<file path="config.mk">
export PLATFORM = sky130hd
export DESIGN_NAME = bmrrs_term_decode
export DESIGN_NICKNAME = d
export VERILOG_FILES = /design/src/design/bmrrs_pkg.sv /design/src/design/bmrrs_term_decode.sv
export SDC_FILE = /design/constraint.sdc
export NUM_CORES = 1
export LEC_CHECK = 0
export ABC_AREA = 1
export BUFFER_PORTS_ARGS = -buffer_cell sky130_fd_sc_hd__buf_2
export CORE_AREA = 10 10 210 113
export DETAILED_ROUTE_END_ITERATION = 12
export DIE_AREA = 0 0 220 123
export GPL_TIMING_DRIVEN = 1
export PLACE_DENSITY_LB_ADDON = 0.2
export SYNTH_ARGS = -nofsm -noshare
export SYNTH_HDL_FRONTEND = slang
export SYNTH_SLANG_ARGS = --single-unit
</file>
<file path="constraint.sdc">
create_clock -name vclk -period 4.1
set_input_delay 0.205 -clock vclk [all_inputs]
set_output_delay 0.205 -clock vclk [all_outputs]
set_load 0.02 [all_outputs]
</file>
<file path="src/design/bmrrs_pkg.sv">
// ----------------------------------------------------------------------------
// Big-M row range sizer package
// Shared types, constants and helpers for the row range sizer and its
// term decode stage.
// ----------------------------------------------------------------------------
`timescale 1ns / 1ps
`default_nettype none

package bmrrs_pkg;

  // Fixed point format and problem size.
  localparam int unsigned FracBits     = 16;
  localparam int unsigned NumVariables = 4096;
  localparam int unsigned MaxRows      = 65536;
  localparam int unsigned RowCntW      = $clog2(MaxRows);

  // Field widths.
  localparam int unsigned ValW   = 48;
  localparam int unsigned IdxW   = 12;
  localparam int unsigned LimitW = 47;
  localparam int unsigned EpsW   = 16;
  localparam int unsigned SkipW  = 13;
  localparam int unsigned BigMW  = 63;
  localparam int unsigned CfgW   = 47;

  // Saturation limits.
  localparam logic [BigMW-1:0] SatU = {BigMW{1'b1}};
  localparam logic [BigMW-1:0] MOne = BigMW'(1) << FracBits;

  // Reset values of the configuration registers.
  localparam logic [LimitW-1:0] OpenLimitRst = {LimitW{1'b1}};
  localparam logic [EpsW-1:0]   CoefEpsRst   = '0;
  localparam logic [SkipW-1:0]  BlameSkipRst = SkipW'(NumVariables);

  // Configuration register indexes.
  typedef enum logic [1:0] {
    CfgOpenLimit  = 2'd0,
    CfgCoefEps    = 2'd1,
    CfgBlameSkip  = 2'd2
  } cfg_idx_e;

  // Result status codes.
  typedef enum logic [1:0] {
    StatusOk        = 2'd0,
    StatusUnbounded = 2'd1,
    StatusNonfinite = 2'd2
  } status_e;

  // One input term.
  typedef struct packed {
    logic                   is_constant;
    logic [IdxW-1:0]        variable_index;
    logic signed [ValW-1:0] coefficient;
    logic signed [ValW-1:0] var_lower;
    logic signed [ValW-1:0] var_upper;
    logic                   row_active;
    logic signed [ValW-1:0] rhs;
    logic                   rhs_nonfinite;
    logic                   last_in_row;
    logic                   last_in_constraint;
  } in_item_t;

  // One result.
  typedef struct packed {
    logic [BigMW-1:0]   big_m;
    status_e            status;
    logic               blame_valid;
    logic [IdxW-1:0]    blame_index;
    logic [RowCntW-1:0] bad_row;
  } out_item_t;

  // Control bits that travel with a term down the pipeline.
  typedef struct packed {
    logic            add_offset;
    logic            row_end;
    logic            row_active;
    logic            rhs_nonfinite;
    logic            last_c;
    logic            set_unb;
    logic            blame_cand;
    logic [IdxW-1:0] idx;
  } ctl_t;

  // Decoded term: control bits and the two multiplier operands.
  typedef struct packed {
    ctl_t            ctl;
    logic            add_prod;
    logic [ValW-1:0] mag_coef;
    logic [ValW-1:0] mag_bound;
  } dec_t;

  // Magnitude of a signed 48-bit value; the most negative value maps to 2^47.
  function automatic logic [ValW-1:0] mag48(logic signed [ValW-1:0] x);
    logic [ValW-1:0] ux;
    ux = $unsigned(x);
    return x[ValW-1] ? (~ux + ValW'(1)) : ux;
  endfunction

endpackage

`default_nettype wire

</file>
<file path="src/design/bmrrs_term_decode.sv">
// ----------------------------------------------------------------------------
// Big-M row range sizer term decode
// Classifies one term: open bound test, coefficient threshold, blame
// candidacy, and the magnitudes that feed the product.
// ----------------------------------------------------------------------------
`timescale 1ns / 1ps
`default_nettype none

module bmrrs_term_decode (
  input  bmrrs_pkg::in_item_t                      item_i,
  input  logic [bmrrs_pkg::LimitW-1:0]             open_limit_i,
  input  logic signed [bmrrs_pkg::ValW-1:0]        open_neg_i,
  input  logic [bmrrs_pkg::EpsW-1:0]               coef_eps_i,
  input  logic [bmrrs_pkg::SkipW-1:0]              blame_skip_i,
  output bmrrs_pkg::dec_t                          dec_o
);
  import bmrrs_pkg::*;

  logic            in_range;
  logic            open_bnd;
  logic            eligible;
  logic [ValW-1:0] mag_c;
  logic [ValW-1:0] mag_l;
  logic [ValW-1:0] mag_u;

  // Magnitudes of the coefficient and of both bounds.
  assign mag_c = mag48(item_i.coefficient);
  assign mag_l = mag48(item_i.var_lower);
  assign mag_u = mag48(item_i.var_upper);

  // A variable outside the column range counts as open but is never blamed.
  assign in_range = {1'b0, item_i.variable_index} < SkipW'(NumVariables);
  assign open_bnd = !in_range
                 || ($signed(item_i.var_upper) >= $signed({1'b0, open_limit_i}))
                 || ($signed(item_i.var_lower) <= open_neg_i);

  // A variable term on an active row with a coefficient above the threshold.
  assign eligible = !item_i.is_constant && item_i.row_active
                 && (mag_c > ValW'(coef_eps_i));

  always_comb begin
    dec_o                   = '0;
    dec_o.ctl.add_offset    = item_i.is_constant && item_i.row_active;
    dec_o.ctl.row_end       = item_i.last_in_row || item_i.last_in_constraint;
    dec_o.ctl.row_active    = item_i.row_active;
    dec_o.ctl.rhs_nonfinite = item_i.rhs_nonfinite;
    dec_o.ctl.last_c        = item_i.last_in_constraint;
    dec_o.ctl.set_unb       = eligible && open_bnd;
    dec_o.ctl.blame_cand    = !item_i.is_constant && in_range && open_bnd
                           && ({1'b0, item_i.variable_index} != blame_skip_i);
    dec_o.ctl.idx           = item_i.variable_index;
    dec_o.add_prod          = eligible && !open_bnd;
    dec_o.mag_coef          = mag_c;
    dec_o.mag_bound         = (mag_l > mag_u) ? mag_l : mag_u;
  end

endmodule

`default_nettype wire
</file>
=== After elaboration in Yosys (flattened, before gate mapping) ===
Cells that the tools add are included.

* Register bits after elaboration: 0
* Output and inout bits: 116

* Add/sub/neg operators: 3
* Eq/ne operators: 1
* Bitwise gates (word level): 3
* Reduce and logical (&&, ||, !) cells: 11
* Order comparisons: 4
* Mux-type cells: 4

{| class="wikitable"
|+ Operator list
! operator !! number
|-
| two-way mux 48 bit || 4
|-
| adder 48 x 1 -> 48 bit (second input constant) || 3
|-
| NOT 48 bit || 3
|-
| >= comparator 48 bit || 1
|-
| > comparator 48 x 16 -> 1 bit || 1
|-
| > comparator 48 bit || 1
|-
| less-or-equal comparator 48 bit || 1
|-
| != test 12 x 13 -> 1 bit || 1
|-
| logical AND 1 bit || 7
|-
| zero test 1 bit || 2
|-
| logical OR 1 bit || 2
|}

=== Logic depth before layout (Yosys ltp) ===
* Word-level depth: 6
* Mapped depth: 27
* Gate-level depth less buffers: 25

=== Worst setup path before layout ===
No wires, ideal clock.

* Kind: in2out
* Start: in item_i[53] in the netlist's numbering
* End: out dec_o[29] in the netlist's numbering
* Stages: 23
* Data arrival time: 3317 ps
* Path slack: 578 ps
* Cell sequence: inv_1 > ha_1 > nand2_2 > nor2_2 > inv_2 > nor2_4 > nand3_1 > nand2_1 > nand2_1 > a21oi_1 > xor2_1 > inv_1 > ha_1 > nand2_1 > nor2_2 > nand3_1 > nor4_2 > nand3b_1 > nand3b_1 > nand3_2 > nand2_2 > buf_4 > o21ai_0

{| class="wikitable"
|+ RTL lines
! element !! RTL line !! source
|-
| start: declaration || bmrrs_term_decode.sv:10 || <nowiki>input bmrrs_pkg::in_item_t item_i,</nowiki>
|-
| end: declaration || bmrrs_term_decode.sv:15 || <nowiki>output bmrrs_pkg::dec_t dec_o</nowiki>
|}

==> key figures <==
Routing
  – Routed vias: 13,600
  – Antenna Nets Post-Route: 0
  – Drc violations: 0
  – Vias per std cell: 5.34
  – WL final: 45,600 um
  – Pre-antenna DRT Iters: 5
  – Routed length per placed instance: 17.9 um
  – Initial DRC count: 1,611

STA
  – Total Neg Setup Slack: -4960 ps
  – Slew headroom: 55.5%
  – Final Hold Fails: 0
  – Final Slew Violations: 0
  – Fmax: 235 MHz
  – Final worst slack: -161 ps
  – RSZ-0062 raised after global routing: yes
  – Post-layout min period: 4260 ps
  – Worst slew pin tran: 660 ps
  – Final setup viols: 48
  – Tcrit/Tclk final: 104%

Die
  – Die span in y: 123 um
  – # rows: 37
  – Die ar.: 27,100 um^2
  – Starting density of the core: 48.9%
  – Core area: 20,100 um^2
  – I/O pin total: 449
  – Die Wd: 220 um

GRT
  – First-pass GRT wire length: 67,000 um
  – Gr ovfl total: 0
  – Total Routing Usage GR: 30.6%
  – Largest net degree at the start of global routing: 39
  – Initial antenna violation count: 3
  – Vias in the first global route: 12,300

Placed design
  – # port buffers: 399
  – Placed Cells: 2,511
  – Placed cell areas: 12,500 um^2
  – HPWL Detailed: 39,300 um
  – Gpl congestion: 0.980

Power and ir drop
  – Leak Pwr: 0.00810 uW
  – Worst IR Drop VDD: 0.225 mV
  – P per Cell Area: 151 nW/um^2

Synth
  – Sequential-to-total area share from yosys stat: 0%
  – Gate count of the mapped netlist: 1,803
  – Warning count from the yosys run: 0
  – Post-Syn Area: 9830 um^2
  – Distinct cells, synth: 50
  – Syn avg cell area: 5.45 um^2
  – Post-synth net total: 2,298

Worst hold path
  – Hold Path Sink: dec_o[112]
  – Hold_sp: item_i[2]
  – Worst Hold Class: in2out
  – WHS Path Cells: 0

Final layout
  – Register area: 0 um^2
  – Count of flip-flops and latches: 0
  – Layout Cells excl Fill: 2,543
  – Area delta synth->final: 39.3%
  – Fin area: 13,700 um^2
  – Clock Buffer Count: 0
  – Share of layout cells above drive strength 1: 30.1%
  – Net total in the final layout: 2,765
  – Final core area utilization: 68.1%

Setup path
  – Critical path required time: 3890 ps
  – Critical Path Sink Type: output pin
  – Crit Path Max Fanout: 7
  – Startpoint type of the worst setup path: input port
  – Crit Path Category: in2out
  – Crit path DAT: 4060 ps

Run status
  – Status: finished with violations
  – Failing checks: setup timing

Clocking
  – CTS Hold Buffers Added: 0

Job
  – # Max-Cap Violations: 0
-- critical path, cell delays in order --
cell and delay [ps]:
buf_4 140, inv_4 60, nand4_1 150, buf_4 170
buf_4 120, buf_4 120, nor3_2 160, buf_4 180
nand2_4 80, xnor2_2 160, a21oi_2 180, inv_1 60
ha_1 280, nand2_2 50, buf_4 130, nor4_4 250
nand4_1 270, nor4_2 340, nand2_1 150, nand2_4 140
buf_12 130, buf_8 130, buf_6 120, nand2_2 50
nand2_2 80, buf_6 120
-- Yosys cell counts, drive strengths merged (2+ instances only) --
library cell / number / area, um^2
a21oi: 95 / 483
nor2: 224 / 921
nand4: 59 / 382
buf: 36 / 249
clkbuf: 11 / 41.3
o21ai: 71 / 363
o211ai: 9 / 67.6
inv: 356 / 1340
xnor2: 11 / 96.3
a21boi: 2 / 15.0
o21a: 6 / 45.0
nand2: 451 / 1710
nand3: 130 / 661
o31ai: 6 / 45.0
or2: 5 / 31.3
nand3b: 7 / 52.6
ha: 162 / 2030
a31oi: 6 / 37.5
nor4: 17 / 125
xor2: 101 / 900
nor3: 26 / 146
-- what timing repair did --
item,4_1_cts,5_1_grt
setup endpoints to repair,48,48
resized for setup,94,153
pin swaps,29,42
setup buffers,10,23
hold endpoints to repair,0,0
-- cell families (layout without fill, tap and decap cells) --
logic type	count (synthesis)	after routing	share of synthesized area, %
xor gates and xnor gates	112	112	10.1
other	0	2	0
adders and majority gates	162	162	20.6
and+or+nand+nor	922	922	41.2
AOI/OAI and AO/OA	203	203	11.4
buffers and inverters	404	869	16.6
-- how the worst max path moves through the flow --
stage / start / end / slack (ps) / depth (start not counted)
floorplan: item_i[53] / dec_o[29] / 580 / 23
global placement: item_i[53] / dec_o[17] / -400 / 26
detailed placement: item_i[53] / dec_o[17] / -560 / 26
CTS: item_i[52] / dec_o[18] / -30 / 28
global route: item_i[59] / dec_o[19] / -320 / 26
finish: item_i[58] / dec_o[18] / -160 / 26
-- layout by cell type (no fill, tap or decap), drive strengths merged, types with 11 or more instances in the layout --
cell type	n
buf	512
nand4	59
o21ai	71
nor4	17
xnor2	11
xor2	101
nand2	451
nand3	130
inv	356
ha	162
a21oi	95
nor3	26
nor2	224
-- power by group --
part / switching, uW / internal (uW) / total, uW
sequential: 0 / 0 / 0
clock: 0 / 0.0000652 / 0.0000652
combinational: 1250 / 818 / 2070
total: 1250 / 818 / 2070
-- area by class of cell --
type / count / area [um^2]
multi-input combinational: 1399 / 8900
fill: 1895 / 6400
timing repair buffer: 512 / 3100
inverter: 357 / 1340
tap: 273 / 342
antenna: 2 / 5.00
-- stage by stage --
step,setup slack (ps),hold WS [ps],power [uW]
5_1_grt,-324,410,2250
3_5_place_dp,-560,410,1760
3_3_place_gp,-405,410,1720
6_report,-161,410,2070
2_1_floorplan,578,499,1080
4_1_cts,-26.1,410,1860
-- layer usage --
metal  part of all wire [%]  track usage [%]
met5                  0.029                0
met4                    1.3             2.55
met3                     12             5.15
met2                     43             47.3
met1                     44             44.8
Note: power is estimated with default switching activity, not from simulation.
